===== config.mk =====
export PLATFORM = sky130hd
export DESIGN_NAME = swtp_front
export DESIGN_NICKNAME = d
export VERILOG_FILES = /design/src/sv/stochastic_wang_tile_placer_defines.svh /design/src/sv/swtp_pkg.sv /design/src/sv/swtp_front.sv
export SDC_FILE = /design/constraint.sdc
export NUM_CORES = 1
export LEC_CHECK = 0
export ABC_AREA = 1
export BUFFER_PORTS_ARGS = -buffer_cell sky130_fd_sc_hd__buf_2
export CORE_ASPECT_RATIO = 0.8
export CORE_MARGIN = 8
export CORE_UTILIZATION = 40
export CTS_CLUSTER_DIAMETER = 80
export DETAILED_ROUTE_END_ITERATION = 10
export GPL_ROUTABILITY_DRIVEN = 0
export PLACE_DENSITY = 0.66
export SKIP_LAST_GASP = 1
export SYNTH_ARGS = -nofsm -noshare
export SYNTH_HDL_FRONTEND = slang
export SYNTH_SLANG_ARGS = --single-unit

===== constraint.sdc =====
create_clock -name clk -period 3.3 [get_ports clk]
set_input_delay 0.165 -clock clk [delete_from_list [all_inputs] [get_ports clk]]
set_output_delay 0.165 -clock clk [all_outputs]
set_load 0.02 [all_outputs]

===== src/sv/stochastic_wang_tile_placer_defines.svh =====
// Assertion macros shared by the Wang tile placer RTL.
`ifndef STOCHASTIC_WANG_TILE_PLACER_DEFINES_SVH
`define STOCHASTIC_WANG_TILE_PLACER_DEFINES_SVH

// Same-cycle implication, sampled on clk, off while rst is high.
`define SWTP_IMPLIES(lbl, ante, cons) \
  lbl: assert property (@(posedge clk) disable iff (rst) (ante) |-> (cons)) \
    else $error("swtp assertion failed");

// Next-cycle implication, sampled on clk, off while rst is high.
`define SWTP_NEXT(lbl, ante, cons) \
  lbl: assert property (@(posedge clk) disable iff (rst) (ante) |=> (cons)) \
    else $error("swtp assertion failed");

`endif


===== src/sv/swtp_pkg.sv =====
// Types, codes and constants of the Wang tile placer.
package swtp_pkg;

  localparam int MAX_TILES_DEF  = 64;
  localparam int MAX_WIDTH_DEF  = 1024;
  localparam int LABEL_BITS_DEF = 8;

  localparam logic [1:0] OP_LOAD    = 2'd0;
  localparam logic [1:0] OP_RESTART = 2'd1;
  localparam logic [1:0] OP_PLACE   = 2'd2;

  localparam logic [1:0] ST_PLACED   = 2'd0;
  localparam logic [1:0] ST_STUCK    = 2'd1;
  localparam logic [1:0] ST_COMPLETE = 2'd2;

  localparam logic [7:0] CFG_SEED   = 8'd0;
  localparam logic [7:0] CFG_WIDTH  = 8'd1;
  localparam logic [7:0] CFG_HEIGHT = 8'd2;
  localparam logic [7:0] CFG_TILES  = 8'd3;

  localparam logic [63:0] SM_GAMMA = 64'h9e3779b97f4a7c15;
  localparam logic [63:0] SM_MUL1  = 64'hbf58476d1ce4e5b9;
  localparam logic [63:0] SM_MUL2  = 64'h94d049bb133111eb;
  localparam int SM_SHIFT0 = 30;
  localparam int SM_SHIFT1 = 27;
  localparam int SM_SHIFT2 = 31;

  typedef struct packed {
    logic [1:0] opcode;
    logic [5:0] entry_index;
    logic [7:0] in_south;
    logic [7:0] in_north;
    logic [7:0] in_west;
    logic [7:0] in_east;
  } cmd_t;

  typedef struct packed {
    logic [1:0]  status;
    logic [9:0]  cell_x;
    logic [15:0] cell_y;
    logic [5:0]  chosen_entry;
    logic [7:0]  out_south;
    logic [7:0]  out_north;
    logic [7:0]  out_west;
    logic [7:0]  out_east;
    logic        last_cell;
  } result_t;

  typedef enum logic [1:0] {K_LOAD, K_RESTART, K_PLACE} kind_t;

  typedef struct packed {
    kind_t      kind;
    logic [5:0] index;
    logic [7:0] south;
    logic [7:0] north;
    logic [7:0] west;
    logic [7:0] east;
  } item_t;

  typedef enum logic [3:0] {
    S_IDLE, S_DISPATCH, S_PREP, S_SCAN1, S_DRAW, S_MUL1, S_MIX1,
    S_MUL2, S_MIX2, S_MOD, S_SCAN2, S_FIN
  } bstate_t;

endpackage


===== src/sv/swtp_front.sv =====
// Front end: accepts requests, classifies them and queues them for the back end.
module swtp_front #(
  parameter int MAX_TILES = swtp_pkg::MAX_TILES_DEF
) (
  input  logic                clk,
  input  logic                rst,
  input  logic                start,
  output logic                busy,
  input  swtp_pkg::cmd_t      cmd,
  output logic                q_valid,
  output swtp_pkg::item_t     q_item,
  input  logic                q_pop
);

  swtp_pkg::item_t q [2];
  swtp_pkg::item_t new_item;
  logic            wp;
  logic            rp;
  logic [1:0]      cnt;
  logic            keep;
  logic            push;

  // Classify the request; drop unused opcodes and out-of-range loads
  always_comb begin
    keep          = 1'b1;
    new_item.kind = swtp_pkg::K_PLACE;
    unique case (cmd.opcode)
      swtp_pkg::OP_LOAD: begin
        new_item.kind = swtp_pkg::K_LOAD;
        keep          = int'(cmd.entry_index) < MAX_TILES;
      end
      swtp_pkg::OP_RESTART: new_item.kind = swtp_pkg::K_RESTART;
      swtp_pkg::OP_PLACE:   new_item.kind = swtp_pkg::K_PLACE;
      default:              keep = 1'b0;
    endcase
    new_item.index = cmd.entry_index;
    new_item.south = cmd.in_south;
    new_item.north = cmd.in_north;
    new_item.west  = cmd.in_west;
    new_item.east  = cmd.in_east;
  end

  assign busy    = (cnt == 2'd2);
  assign push    = start && !busy && keep;
  assign q_valid = (cnt != 2'd0);
  assign q_item  = q[rp];

  // Advance queue pointers and fill level
  always_ff @(posedge clk) begin
    if (rst) begin
      wp  <= 1'b0;
      rp  <= 1'b0;
      cnt <= 2'd0;
    end else begin
      if (push) wp <= ~wp;
      if (q_pop) rp <= ~rp;
      cnt <= cnt + {1'b0, push} - {1'b0, q_pop};
    end
  end

  // Store queued requests
  always_ff @(posedge clk) begin
    if (push) q[wp] <= new_item;
  end

endmodule


# Word-level counts from Yosys, hierarchy flattened

Memory sizes are Yosys's and may differ from the RTL's. A register that Yosys moved wholly into a read port is not among the register bits.
Cells that the tools add are included.

Flip-flop bits (word level): 4
RAM bits: 80
Output and inout bits: 42
Logic and storage cells: 23
Memories: 1

Add/sub/neg operators: 2
Equal/unequal tests: 3
Muxes and demuxes: 6
Bitwise operators: 2
Reductions and logical operators: 6

Memory list:

| memory | depth | width | read ports | clocked after Yosys merged registers in | write ports | line             | source |
|---|---|---|---|---|---|---|---|
| q      | 2     | 40    | 1          | 1                                       | 1           | swtp_front.sv:15 | `swtp_pkg::item_t q [2];` |

Operator list:

| kind               | number |
|---|---|
| $mux 1             | 5 |
| $eq 2x2->1 const B | 2 |
| $pmux 2 s2         | 1 |
| $reduce_or 3->1    | 1 |
| $add 2x1->2        | 1 |
| $eq 2x1->1 const B | 1 |
| $logic_and 1x1->1  | 2 |
| $logic_not 2->1    | 1 |
| $not 1->1          | 2 |
| $reduce_bool 2->1  | 1 |
| $sub 2x1->2        | 1 |
| $logic_not 1->1    | 1 |

# Longest topological paths before layout

Gate-level depths: netlist (run 1).

Word-level depth: 6
Depth in mapped cells: 11
Gate-level depth less buffers: 11

# Worst setup path before layout (run 1)

OpenSTA, ideal clock, no wires.

Kind: register -> register
Start: reg cnt[1]
End: mem q[0][0] in the netlist's numbering (enable)
Arrival time: 2377 ps
Required time: 2862 ps
Slack: 485 ps
Cell stages (with the launch flop): 6
Path buffers: 0
Clock period less this slack: 2815 ps
Cells stage by stage: dfxtp_1 > inv_1 > nor2_1 > nor2_1 > inv_1 > nor2_1

Cells in the longest elaborated chain, start to end: 6

Ends and longest elaborated chain:

| item                           | line             | source |
|---|---|---|
| start, declared                | swtp_front.sv:19 | `logic [1:0] cnt;` |
| start signal, assigned         | swtp_front.sv:57 | `cnt <= cnt + {1'b0, push} - {1'b0, q_pop};` |
| $eq 2x2->1                     | swtp_front.sv:43 | `assign busy = (cnt == 2'd2);` |
| via busy                       | swtp_front.sv:8  | `output logic busy,` |
| $logic_not 1->1                | swtp_front.sv:44 | `assign push = start && !busy && keep;` |
| $logic_and 1x1->1 (2 in a row) | swtp_front.sv:44 |  |
| $mux 1                         | swtp_front.sv:63 | `if (push) q[wp] <= new_item;` |
| $mux 1 (not written as such)   | swtp_front.sv:63 |  |
| end, declared                  | swtp_front.sv:15 |  |

The timed path passes the listed nets, and every way through them passes these cells.

==> summary by stage, run 1 <==
Status
The flow ran to the end, and the final reports show no timing, DRC or antenna violations.

Die
The die height is between 90 and 100 um. The initial standard-cell utilization of the core is between 40% and 50%. The placeable core area is about 8000 um^2.

86 I/O pins were placed. The floorplan step defined a die boundary enclosing between 10,000 and 15,000 um^2. In this run the core area contains 29 standard-cell rows. The die outline width is 115 um.

Logic synthesis
Summed over all instances, the cell type with the most area after synthesis is sky130_fd_sc_hd__edfxtp_1. The count of warnings emitted by yosys is 0. Dividing the synthesized area by the synthesized cell count gives around 19 um^2. After synthesis the netlist holds a flip-flop and latch count of 85. In this run, distinct cell masters in the synthesized netlist total 14. The top-area cell type share of the netlist area is approximately three quarters. The synthesized netlist cell count is about 160. By area the synthesized netlist is led by sky130_fd_sc_hd__edfxtp_1 76%, sky130_fd_sc_hd__mux2_2 14%, sky130_fd_sc_hd__dfxtp_1 3.2%.

Counting every net in the synthesized netlist gives 208. Summing the sequential cell areas from Yosys gives about four fifths of the chip area. The mapped netlist covers between 3000 and 4000 um^2.

Layout
The fill cell total of the finished layout is 640. The number of antenna cells inserted is 0. Summing all multi-input logic gate instances after layout gives about 580 um^2. The footprint of the flip-flops and latches is ~2500 um^2. From synthesis to final layout, the design area changed by 32.4%. The final cell count without fillers is between 300 and 400. For this run, the share of the core covered by cells in the final layout is ~54%.

The share of cells above drive strength 1 is between 40% and 50%. The net count of the finished layout is around 330.

Detailed routing
Using the TritonRoute via totals, the vias-per-cell ratio works out to 4.44. Dividing the detail-routed wire length by the instance count gives between 15 and 20 um. The violation count after the first detailed-routing iteration is 47.

The residual antenna-violating net count after detailed routing is 0. For this run, design rule violations remaining after detail routing come to 0. For this run, the detailed router's first-pass iteration total came to 4. Wires add up to roughly 6.0 mm. The final route contains between 1,500 and 2,000 vias.

Power and ir drop
The design draws approximately 0.0023 W. The analysis attributes to cell leakage a power of ~1.6 nW. The peak ir drop on the vdd network is between 300 and 400 uV. Dividing total power by cell area gives a power density of roughly 550 nW/um^2.

CTS
In this run the clock root is driven by a sky130_fd_sc_hd__clkbuf_8. The clock tree from TritonCTS is done. The TritonCTS buffer count is 9. The count of clock tree sinks is between 80 and 90. The H-tree generated during clock tree synthesis spans 3 levels.

For the worst-skew pair, the clock arrives at the later sink with an insertion delay of approximately 0.34 ns. The number of cells upsized or downsized after cts is 0. No sink is reached through more buffers than the 2 on the longest clock path.

After clock tree synthesis, the clock-pin slew on the worst setup and hold paths is around 0.080 ns.

Setup path
The setup slack on the worst flop-to-flop path is roughly 1.4 ns. The startpoint kind of the worst setup timing path is a register. The critical path endpoint category is an output port. The worst register-to-register path has a depth of 6. The critical path is of the reg -> out type. In this run the critical register-to-register path is captured at q[0][35]$_DFFE_PP_.

In this run the worst path has a maximum fanout of 40. For the worst setup path, the data arrival time is 1.94 ns. The launching point of the worst reg2reg path is cnt[1]$_SDFF_PP0_. For the worst setup path, the data required time is 3.13 ns.

STA
Setup violations remaining at the end of the flow were counted as 0. Derived from the worst setup path, the maximum achievable clock frequency is ~480 MHz. The clock period could shrink to between 2 and 2.5 ns. The worst clock skew on the final layout is just under 0.006 ns. The number of hold violations in the final report came to 0. The transition at the pin with the smallest max-transition slack is approximately 0.99 ns. Setup repair after global routing left no endpoint under its margin. The worst max-slew margin expressed relative to the limit is between 30 and 40%. In the finished design, the share of the clock period the worst path needs comes to 63.7%. The number of slew-limit violations in the final report is 0. The post-route setup TNS is 0 ns.

Global route
For this run the aggregate overflow at the end of global routing stands at 0. The total global routing track utilization is between 10% and 20%. The number of antenna violations at the first check in global routing is 0. Entering global routing, the biggest net connects 41 pins.

The number of global-route vias before repair is roughly 1,800. The first-pass GRT wire length is roughly 9.1 mm.

Placed design
Counting tap cells, the placed design contains a total of 351 instances. The count of buffers inserted at the top-level ports is 85. The wire-length estimate of the detail-placed layout is around 3.7 mm.

Flow run
The number of max-cap violations is 0.

Hold path
The path class of the lowest-slack min-delay path is in -> reg. The hold path startpoint is cmd[26]. Counting instances, the worst hold path has a depth of 1. The worst-case hold path end point is q[0][26]$_DFFE_PP_.
-- worst max-delay path by stage --
stage                            startpoint                 end  slack (ns)  depth (start not counted)
final                              register           q_item[6]        1.20                          2
after global routing               register          q_item[20]        1.05                          2
after CTS                          register          q_item[23]        1.13                          2
after detailed placement  cnt[1]$_SDFF_PP0_  q[0][16]$_DFFE_PP_        1.35                          6
after global placement    cnt[1]$_SDFF_PP0_  q[0][16]$_DFFE_PP_        1.37                          6
after floorplan           cnt[1]$_SDFF_PP0_   q[0][0]$_DFFE_PP_        0.49                          5
-- area by class of cell --
cell class / count / area share (%)
multi-input cells: 64 / 13.8
inverters: 8 / 0.719
repair buffers: 118 / 18.0
well taps: 108 / 3.24
clock inverters: 7 / 1.20
flip-flops and latches: 85 / 60.0
clock buffers: 9 / 2.97
-- logic make-up (layout without fill, tap and decap cells) --
logic type,after synthesis,count (layout),share of synthesized area (%)
DFF,85,85,79.4
muxes,40,40,14.3
and+or+nand+nor,20,20,2.58
buffers and inverters,13,142,2.50
adders and majority gates,2,2,0.794
AOI/OAI and AO/OA,1,1,0.159
xor gates and xnor gates,1,1,0.278
-- layout by cell type, fill, tap and decap left out --
cell type	n
sky130_fd_sc_hd__a21oi_1	1
sky130_fd_sc_hd__buf_2	85
sky130_fd_sc_hd__buf_4	1
sky130_fd_sc_hd__clkbuf_8	9
sky130_fd_sc_hd__clkinv_1	1
sky130_fd_sc_hd__clkinv_2	1
sky130_fd_sc_hd__clkinv_4	1
sky130_fd_sc_hd__clkinvlp_4	2
sky130_fd_sc_hd__dfxtp_1	4
sky130_fd_sc_hd__dfxtp_2	1
sky130_fd_sc_hd__dlygate4sd3_1	32
sky130_fd_sc_hd__edfxtp_1	80
sky130_fd_sc_hd__ha_1	2
sky130_fd_sc_hd__inv_1	7
sky130_fd_sc_hd__inv_2	1
sky130_fd_sc_hd__inv_6	2
sky130_fd_sc_hd__mux2_2	40
sky130_fd_sc_hd__nand2_1	7
sky130_fd_sc_hd__nand3_1	1
sky130_fd_sc_hd__nand4_1	1
sky130_fd_sc_hd__nor2_1	9
sky130_fd_sc_hd__nor2_4	1
sky130_fd_sc_hd__or2_2	1
sky130_fd_sc_hd__xnor2_1	1
-- metrics by stage --
| step | area, um^2 | setup slack (ns) | hold WS (ns) |
|---|---|---|---|
| floorplan | 3150 | 0.485 | 0.236 |
| global placement | 3680 | 1.37 | 0.353 |
| detailed placement | 3680 | 1.35 | 0.356 |
| CTS | 4140 | 1.13 | 0.000853 |
| global route | 4170 | 1.05 | 0.00195 |
| finish | 4170 | 1.20 | 0.0171 |
-- cell usage after synthesis --
cell                       number
sky130_fd_sc_hd__or2_2          1
sky130_fd_sc_hd__ha_1           2
sky130_fd_sc_hd__dfxtp_1        5
sky130_fd_sc_hd__xnor2_1        1
sky130_fd_sc_hd__clkbuf_1       1
sky130_fd_sc_hd__buf_6          4
sky130_fd_sc_hd__nand3_1        1
sky130_fd_sc_hd__nand4_1        1
sky130_fd_sc_hd__nand2_1        7
sky130_fd_sc_hd__edfxtp_1      80
sky130_fd_sc_hd__a21oi_1        1
sky130_fd_sc_hd__mux2_2        40
sky130_fd_sc_hd__nor2_1        10
sky130_fd_sc_hd__inv_1          8
-- worst max-delay path, cell delays in order, from the launching register on --
cell and delay (ns):
sky130_fd_sc_hd__dfxtp_2 0.99, sky130_fd_sc_hd__mux2_2 0.43, sky130_fd_sc_hd__buf_2 0.16
-- layer usage --
metal / routed length, um / vias to the layer above / share of wire (%) / GRT usage, %
met4: 61 / 0 / 1.0 / 4.25
met2: 2860 / 67 / 48 / 17.9
met5: 0 / - / 0 / 0
li1: - / 855 / - / -
met1: 2600 / 844 / 43 / 12.7
met3: 472 / 7 / 7.9 / 4.87
-- repair_timing --
| action | CTS | global route |
|---|---|---|
| endpoints found under the hold margin | 57 | 6 |
| setup buffers | 0 | 0 |
| hold buffers | 29 | 3 |
-- flip-flops by register name, summed over array words and instances, names as in the netlist, named ones only --
| signal | count |
|---|---|
| cnt | 2 |
| q | 80 |
| rp | 1 |
| wp | 1 |
-- power breakdown --
group          total [W]  switching (W)  leakage [nW]  internal, W
Sequential       0.00130      0.0000372         0.781      0.00126
Clock           0.000644       0.000368        0.0837     0.000276
Combinational   0.000356       0.000198         0.728     0.000158
Total            0.00230       0.000603          1.59      0.00170
No activity file was read; power rests on OpenSTA's default activity.
==> inputs of run 2 (changes only) <==
==> constraint.sdc (replaced) <==
create_clock -name clk -period 1.94 [get_ports clk]
set_input_delay 0.097 -clock clk [delete_from_list [all_inputs] [get_ports clk]]
set_output_delay 0.097 -clock clk [all_outputs]
set_load 0.02 [all_outputs]
==> run 2 against run 1 <==
Net effect: power increased by 75%; utilization increased by 1.8 points; combinational power increased by 85%; via count decreased by 0.34%; worst hold slack improved by 0.060 ns; largest cell class unchanged.
==> summary by stage, run 2 (synthesized netlist as in run 1, its figures left out) <==
Hold path
The hold path startpoint is q_pop (was cmd[26]). The instance count along the most critical hold path came to 3 (was 1). The worst-case hold path end point is rp$_SDFFE_PP0P_ (was q[0][26]$_DFFE_PP_).

The path class of the lowest-slack min-delay path is in -> reg (unchanged).

STA
Unrepaired setup endpoints after global routing: no (unchanged). Static timing analysis puts the maximum clock frequency at approximately 540 MHz. The worst clock skew on the final layout is 0.00774 ns (was 0.00588 ns). The number of hold violations in the final report came to 0 (unchanged). The post-route setup TNS is 0 ns (unchanged).

The transition at the pin with the smallest max-transition slack is 0.390 ns (was 0.990 ns). The worst max-slew margin expressed relative to the limit is 74.0% (was 34.0%). The number of endpoints failing setup at the final stage is 0 (unchanged). The number of slew-limit violations in the final report is 0 (unchanged). Subtracting the final worst setup slack from the clock period gives around 1.9 ns. The final critical-path share of the clock period is 96.1%.

Layout
The finished layout cell area came to 4310 um^2 (was 4170 um^2). The register with the most flip-flops is q (unchanged). The footprint of the flip-flops and latches is 2500 um^2 (unchanged).

The fill cell total of the finished layout is 644 (was 640). The flip-flop count of the largest register after layout is 80 (unchanged). Most frequent cells in the layout: 85 x sky130_fd_sc_hd__buf_2, 80 x sky130_fd_sc_hd__edfxtp_1, 40 x sky130_fd_sc_hd__mux2_2, 40 x sky130_fd_sc_hd__dlygate4sd3_1 (was 85 x sky130_fd_sc_hd__buf_2, 80 x sky130_fd_sc_hd__edfxtp_1, 40 x sky130_fd_sc_hd__mux2_2, 32 x sky130_fd_sc_hd__dlygate4sd3_1).

The count of nets after finishing is 344 (was 332). The share of cells above drive strength 1 is 48.8% (was 49.8%). The number of antenna cells inserted is 0 (unchanged). The final cell count without fillers is 411 (was 399). The combined area of the multi-input logic cells is 578 um^2 (unchanged). The most common library cell in the layout ignoring fill and taps is sky130_fd_sc_hd__buf_2 (unchanged). The post-synthesis to final-layout area growth is 36.9% (was 32.4%). Largest registers: q: 80 flops, cnt: 2 flops (unchanged).

Placed design
The count of placed standard cells including taps is 355 (was 351). The placed instance area came to 3720 um^2 (was 3680 um^2). The detailed-placement wirelength estimate is 3.81 mm (was 3.74 mm). The count of buffers inserted at the top-level ports was 85 (unchanged).

Setup path
The terminus of the critical flop-to-flop path is cnt[1]$_SDFF_PP0_ (was q[0][35]$_DFFE_PP_). The maximum fanout count along the critical path is 4 (was 40). The arrival time reported for the critical path endpoint is 2.10 ns (was 1.94 ns). The startpoint kind of the worst setup timing path is an input pin (was register). The required time of the worst setup path is 2.18 ns (was 3.13 ns).

The setup slack on the worst flop-to-flop path came to 0.15 ns (was 1.37 ns). The critical path endpoint category is a register (was output port). The classification of the worst setup path is in -> reg (was reg -> out).

The count of cells along the worst register-to-register path came to 10 (was 6). The launching point of the worst reg2reg path is cnt[1]$_SDFF_PP0_ (unchanged).

Detailed routing
The final routed DRC violation total is 0 (unchanged). The total iterations of the first detailed-routing run is 4 (unchanged). The total detailed-routing wirelength is 6.14 mm (was 5.99 mm). The detailed-route vias per instance was 4.30 (was 4.44). The total vias in the final route is 1,767 (was 1,773).

The average wire per standard cell is 14.9 um (was 15.0 um). The residual antenna-violating net count after detailed routing is 0 (unchanged). The violation count after the first detailed-routing iteration is 66 (was 47).

CTS
The count of clock tree sinks is 85 (unchanged). The setup fix buffers added after clock tree synthesis came to 0 (unchanged). The clock latency reported for the late side of the worst-skew pair is 0.34 ns (about the same). The clock tree from TritonCTS is done (unchanged). The buffer depth of the longest clock path is 2 (unchanged). The cell chosen for the clock root is sky130_fd_sc_hd__clkbuf_8 (unchanged).

The level count of the clock H-tree came to 3 (unchanged). The CTS clock-pin slew for the worst setup and hold paths came to 0.08 ns (about the same). The TritonCTS buffer count came to 9 (unchanged).

Power and ir drop
The internal power was 0.00304 W (was 0.00170 W). The power per unit of standard cell area is 935 nW/um^2 (was 551 nW/um^2). The logic gate share of total power is 16.3% (was 15.5%).

The switching fraction of total power is 24.8% (was 26.2%). The peak ir drop on the vdd network came to 533 uV (was 308 uV). The register share of total power came to 54.3% (was 56.6%).

The net switching component of the power is 0.00100 W (was 0.000603 W). The leakage power is 1.66 nW (was 1.59 nW). The proportion of power drawn by the clock network is 29.4% (was 28.0%).

Status
Result of the run: finished, final reports clean (unchanged).

Die
The placeable core area is 7800 um^2 (unchanged). The initial standard-cell utilization of the core is 40.4% (unchanged). The count of pins on the block boundary is 86 (unchanged). The number of placement rows was 29 (unchanged). The die area is 11,000 um^2 (unchanged). The die outline width is 115 um (unchanged). The die height is 95.4 um (unchanged).

Global route
The total global routing track utilization is 11.6% (was 11.0%). The largest net degree at the start of global routing is 35 (was 41). The total grt overflow is 0 (unchanged). The first-pass GRT wire length is 9.41 mm (was 9.09 mm). The number of antenna violations at the first check in global routing is 0 (unchanged). The number of global-route vias before repair is 1,935 (was 1,838).

Flow run
The number of max-cap violations is 0 (unchanged).
## run 2: cell types whose count changed in the layout (fill, tap and decap cells not counted)
cell and delta:
sky130_fd_sc_hd__bufinv_16 +1, sky130_fd_sc_hd__dlygate4sd3_1 +8, sky130_fd_sc_hd__buf_12 +1, sky130_fd_sc_hd__clkinvlp_4 -1, sky130_fd_sc_hd__inv_6 -2, sky130_fd_sc_hd__clkbuf_1 +1
sky130_fd_sc_hd__clkinv_4 +1, sky130_fd_sc_hd__buf_4 +3
## run 2: layer usage
layer  share of wire, %  vias to the layer above  GRT usage, %  wire length, um
met5                  0                        -             0                0
met4               0.83                        0          2.62               51
met3                7.6                        6          6.27              467
met2                 50                       62          20.1             3040
met1                 42                      822          12.3             2580
li1                   -                      877             -                -
## run 2: final cells by class
type,count,share of cell area [%]
flip-flops and latches,85,58.0
repair buffers,130,20.3
multi-input cells,64,13.4
well taps,108,3.13
clock buffers,10,2.96
clock inverters,6,1.48
inverters,8,0.696
## run 2: what timing repair did
action                                  CTS  global route
endpoints found under the setup margin    0             0
gates resized for setup                   0             0
hold endpoints to repair                 81             0
hold buffers                             40             0
## run 2: how the worst max path moves through the flow
stage          depth (start not counted)                 to         startpoint  slack, ns
2_1_floorplan                         10  cnt[1]$_SDFF_PP0_  cnt[1]$_SDFF_PP0_       0.12
3_3_place_gp                          10  cnt[1]$_SDFF_PP0_  cnt[1]$_SDFF_PP0_       0.24
3_5_place_dp                          10  cnt[1]$_SDFF_PP0_  cnt[1]$_SDFF_PP0_       0.18
4_1_cts                               12  cnt[1]$_SDFF_PP0_            cmd[39]        0.1
5_1_grt                               12  cnt[1]$_SDFF_PP0_            cmd[39]      0.005
6_report                              12  cnt[1]$_SDFF_PP0_            cmd[39]       0.08
## run 2: worst max-delay path, stage by stage
cell and delay [ns]:
sky130_fd_sc_hd__dlygate4sd3_1 0.52, sky130_fd_sc_hd__buf_2 0.14, sky130_fd_sc_hd__nand2_1 0.08, sky130_fd_sc_hd__nand2_1 0.05, sky130_fd_sc_hd__nor2_1 0.12, sky130_fd_sc_hd__inv_1 0.10, sky130_fd_sc_hd__ha_1 0.29, sky130_fd_sc_hd__inv_1 0.04
sky130_fd_sc_hd__ha_1 0.17, sky130_fd_sc_hd__or2_2 0.28, sky130_fd_sc_hd__a21oi_1 0.14, sky130_fd_sc_hd__nor2_1 0.06
## run 2: per-stage QoR
| step | hold slack (ns) | utilization (%) | setup slack (ns) | total power [W] |
|---|---|---|---|---|
| 2_1_floorplan | 0.168 | - | 0.122 | 0.00262 |
| 3_3_place_gp | 0.284 | 47.7 | 0.244 | 0.00283 |
| 3_5_place_dp | 0.288 | 47.7 | 0.178 | 0.00284 |
| 4_1_cts | 0.0621 | 55.3 | 0.0959 | 0.00410 |
| 5_1_grt | 0.0802 | 55.3 | 0.00502 | 0.00422 |
| 6_report | 0.0767 | 55.3 | 0.0756 | 0.00404 |
## run 2: power by group through the flow
stage               registers [W]  clock network (W)  logic [W]
global placement          0.00222                  0   0.000605
floorplan                 0.00222                  0   0.000398
finish                    0.00219            0.00119   0.000659
detailed placement        0.00223                  0   0.000608
global route              0.00220            0.00130   0.000716
CTS                       0.00219            0.00123   0.000673
==> inputs of run 3 (changes only) <==
--- a/config.mk
+++ b/config.mk
@@ -9,11 +9,11 @@
 export BUFFER_PORTS_ARGS = -buffer_cell sky130_fd_sc_hd__buf_2
 export CORE_ASPECT_RATIO = 0.8
 export CORE_MARGIN = 8
-export CORE_UTILIZATION = 40
+export CORE_UTILIZATION = 50
 export CTS_CLUSTER_DIAMETER = 80
 export DETAILED_ROUTE_END_ITERATION = 10
 export GPL_ROUTABILITY_DRIVEN = 0
-export PLACE_DENSITY = 0.66
+export PLACE_DENSITY = 0.79
 export SKIP_LAST_GASP = 1
 export SYNTH_ARGS = -nofsm -noshare
 export SYNTH_HDL_FRONTEND = slang
==> run 3 against run 2 <==
Net effect: sequential share of layout area increased by 0.36 points; clock skew decreased by 0.0011 ns; worst setup slack improved by 0.087 ns; critical path type unchanged; non-clock buffer count increased by 1; register-to-register slack improved by 0.05 ns.
==> summary by stage, run 3 (synthesized netlist as in run 1, its figures left out) <==
Status
Result of the run: finished, final reports clean (unchanged).

Hold path
The path class of the lowest-slack min-delay path is in -> reg (unchanged). The worst-case hold path end point is rp$_SDFFE_PP0P_ (unchanged). The hold path startpoint is q_pop (unchanged).

The instance count along the most critical hold path is 3 (unchanged).

CTS
The cell chosen for the clock root is sky130_fd_sc_hd__clkbuf_8 (unchanged). The clock latency reported for the late side of the worst-skew pair was 0.34 ns (about the same). The buffer depth of the longest clock path came to 2 (unchanged). The CTS clock-pin slew for the worst setup and hold paths is 0.08 ns (about the same). The count of clock tree sinks is 85 (unchanged). The level count of the clock H-tree came to 3 (unchanged). The TritonCTS buffer count is 9 (unchanged). The clock tree from TritonCTS is done (unchanged).

Global route
The largest net degree at the start of global routing is 23 (was 35). The number of antenna violations at the first check in global routing is 0 (unchanged). The number of global-route vias before repair is 2,113 (was 1,935). The first-pass GRT wire length is 10.1 mm (was 9.41 mm).

The total global routing track utilization is 14.4% (was 11.6%). The total grt overflow was 0 (unchanged).

STA
The post-route minimum period is 1.78 ns (was 1.86 ns). The worst clock skew on the final layout is 0.00664 ns (was 0.00774 ns). The number of slew-limit violations in the final report is 0 (unchanged). The number of hold violations in the final report came to 0 (unchanged). Unrepaired setup endpoints after global routing: no (unchanged). The worst hold slack after final layout is 0.0502 ns (was 0.0767 ns).

The highest clock rate is 562 MHz (was 536 MHz). The transition at the pin with the smallest max-transition slack is 0.297 ns (was 0.390 ns). The number of endpoints failing setup at the final stage came to 0 (unchanged).

The worst max-slew margin expressed relative to the limit came to 80.2% (was 74.0%). The final critical-path share of the clock period is 91.6% (was 96.1%). The post-route setup TNS was 0 ns (unchanged).

Detailed routing
The violation count after the first detailed-routing iteration came to 42 (was 66). The total iterations of the first detailed-routing run is 4 (unchanged). The residual antenna-violating net count after detailed routing is 0 (unchanged).

The detailed-route vias per instance was 4.71 (was 4.30). The average wire per standard cell was 16.3 um (was 14.9 um). The total vias in the final route is 1,826 (was 1,767). The final routed DRC violation total is 0 (unchanged). The total detailed-routing wirelength came to 6.31 mm (was 6.14 mm).

Setup path
The terminus of the critical flop-to-flop path is cnt[1]$_SDFF_PP0_ (unchanged). The classification of the worst setup path is in -> reg (unchanged). The count of buffering cells on the critical path with inverters included is 3 (was 4). The critical path endpoint category is a register (unchanged).

The count of cells along the worst register-to-register path is 11 (was 10). The arrival time reported for the critical path endpoint came to 2.06 ns (was 2.10 ns). The critical path startpoint is cmd[39] (unchanged). The maximum single-stage delay on the critical path is 0.59 ns (was 0.52 ns). The startpoint kind of the worst setup timing path is an input pin (unchanged).

The required time of the worst setup path came to 2.22 ns (was 2.18 ns). The maximum fanout count along the critical path was 4 (unchanged). The launching point of the worst reg2reg path is cnt[1]$_SDFF_PP0_ (unchanged). The gate family responsible for the most delay along the worst path was simple AND/OR/NAND/NOR gates (was buffers and inverters).

Cell Chain, Critical Path: dlygate4sd3_1 > nand2_2 > nand2_1 > nor2_2 > inv_2 > ha_1 > inv_1 > ha_1 > or2_2 > nand3_1 > nand2_1 > nor2_1 (was dlygate4sd3_1 > buf_2 > nand2_1 > nand2_1 > nor2_1 > inv_1 > ha_1 > inv_1 > ha_1 > or2_2 > a21oi_1 > nor2_1). The setup slack on the worst flop-to-flop path is 0.20 ns (was 0.15 ns). The critical-path cell with the highest stage delay is sky130_fd_sc_hd__dlygate4sd3_1 (unchanged).

Die
The placeable core area is 6250 um^2 (was 7800 um^2). The count of pins on the block boundary was 86 (unchanged). The die area is 9120 um^2 (was 11,000 um^2).

The die outline width is 105 um (was 115 um). The die height came to 87.0 um (was 95.4 um). The initial standard-cell utilization of the core is 50.5% (was 40.4%).

The number of placement rows is 26 (was 29).

Layout
The register with the most flip-flops is q (unchanged). The flip-flop count of the largest register after layout is 80 (unchanged). The count of nets after finishing is 345 (was 344).

The finished layout cell area is 4290 um^2 (was 4310 um^2). Most frequent cells in the layout: 84 x sky130_fd_sc_hd__buf_2, 80 x sky130_fd_sc_hd__edfxtp_1, 40 x sky130_fd_sc_hd__mux2_2, 40 x sky130_fd_sc_hd__dlygate4sd3_1, 9 x sky130_fd_sc_hd__clkbuf_8 (was 85 x sky130_fd_sc_hd__buf_2, 80 x sky130_fd_sc_hd__edfxtp_1, 40 x sky130_fd_sc_hd__mux2_2, 40 x sky130_fd_sc_hd__dlygate4sd3_1). The share of cells above drive strength 1 is 49.7% (was 48.8%).

Largest registers: q: 80 flops, cnt: 2 flops (unchanged). The final cell utilization of the core was 68.6% (was 55.3%). The most common library cell in the layout ignoring fill and taps is sky130_fd_sc_hd__buf_2 (unchanged). The post-synthesis to final-layout area growth is 36.0% (was 36.9%).

The number of antenna cells inserted is 0 (unchanged).

Flow run
The number of max-cap violations was 0 (unchanged).

Power and ir drop
The leakage power is 1.65 nW (was 1.66 nW). The power per unit of standard cell area is 942 nW/um^2 (was 935 nW/um^2). The power after layout is 0.00404 W (about the same). The peak ir drop on the vdd network is 549 uV (was 533 uV).

Placed design
The detailed-placement wirelength estimate came to 3.87 mm (was 3.81 mm). The placed instance area was 3690 um^2 (was 3720 um^2). The count of buffers inserted at the top-level ports is 85 (unchanged).
-- run 3: changes by cell type in the layout (fill, tap and decap cells not counted) --
cell,previous run,this run
sky130_fd_sc_hd__buf_12,1,0
sky130_fd_sc_hd__buf_2,85,84
sky130_fd_sc_hd__buf_4,4,7
sky130_fd_sc_hd__clkbuf_1,1,2
sky130_fd_sc_hd__clkinv_2,1,0
sky130_fd_sc_hd__clkinv_4,2,1
sky130_fd_sc_hd__clkinvlp_4,1,3
sky130_fd_sc_hd__inv_1,7,6
sky130_fd_sc_hd__nand2_1,7,6
sky130_fd_sc_hd__nand2_2,0,1
sky130_fd_sc_hd__nor2_1,9,8
sky130_fd_sc_hd__nor2_2,0,1
-- run 3: where the power goes --
part           leakage, nW  internal [W]  switching, W
clock               0.0858      0.000597      0.000585
combinational        0.783      0.000293      0.000381
sequential           0.781       0.00215     0.0000344
total                 1.65       0.00304       0.00100
-- run 3: worst register-to-register path: stages (launching register included) --
cell	delay, ns
sky130_fd_sc_hd__dfxtp_1	0.34
sky130_fd_sc_hd__inv_1	0.09
sky130_fd_sc_hd__nor2_1	0.06
sky130_fd_sc_hd__nor2_2	0.11
sky130_fd_sc_hd__inv_2	0.07
sky130_fd_sc_hd__ha_1	0.28
sky130_fd_sc_hd__inv_1	0.04
sky130_fd_sc_hd__ha_1	0.18
sky130_fd_sc_hd__or2_2	0.28
sky130_fd_sc_hd__nand3_1	0.07
sky130_fd_sc_hd__nand2_1	0.05
sky130_fd_sc_hd__nor2_1	0.10
-- run 3: area by class of cell --
cell class	instances	area (um^2)
clock inverters	5	61.3
fillers	440	1960
repair buffers	131	873
inverters	8	30.0
flip-flops and latches	85	2500
multi-input cells	64	583
clock buffers	11	131
well taps	84	105
-- run 3: worst max path at each step --
| stage | end | cells after the start |
|---|---|---|
| 2_1_floorplan | cnt[1]$_SDFF_PP0_ | 10 |
| 3_3_place_gp | cnt[1]$_SDFF_PP0_ | 10 |
| 3_5_place_dp | cnt[1]$_SDFF_PP0_ | 10 |
| 4_1_cts | cnt[1]$_SDFF_PP0_ | 12 |
| 5_1_grt | cnt[1]$_SDFF_PP0_ | 12 |
| 6_report | cnt[1]$_SDFF_PP0_ | 12 |
-- run 3: routing by layer --
metal | vias up | global-route usage, % | wire length [um]
li1 | 882 | - | -
met1 | 871 | 14.6 | 2560
met2 | 64 | 26.1 | 3300
met3 | 9 | 6.43 | 383
met4 | 0 | 4.65 | 65
met5 | - | 0 | 0
-- run 3: metrics by stage --
stage          setup WS (ns)  std cells
3_5_place_dp           0.151        332
4_1_cts                0.101        388
3_3_place_gp           0.252        332
5_1_grt               0.0252        388
6_report               0.162        388
2_1_floorplan          0.122        162
-- run 3: what timing repair did --
| action | in CTS | in global routing |
|---|---|---|
| gates resized for setup | 0 | 3 |
| hold endpoints to repair | 81 | 0 |
| setup buffers | 0 | 1 |
| endpoints found under the setup margin | 0 | 1 |
| hold buffers | 40 | 0 |
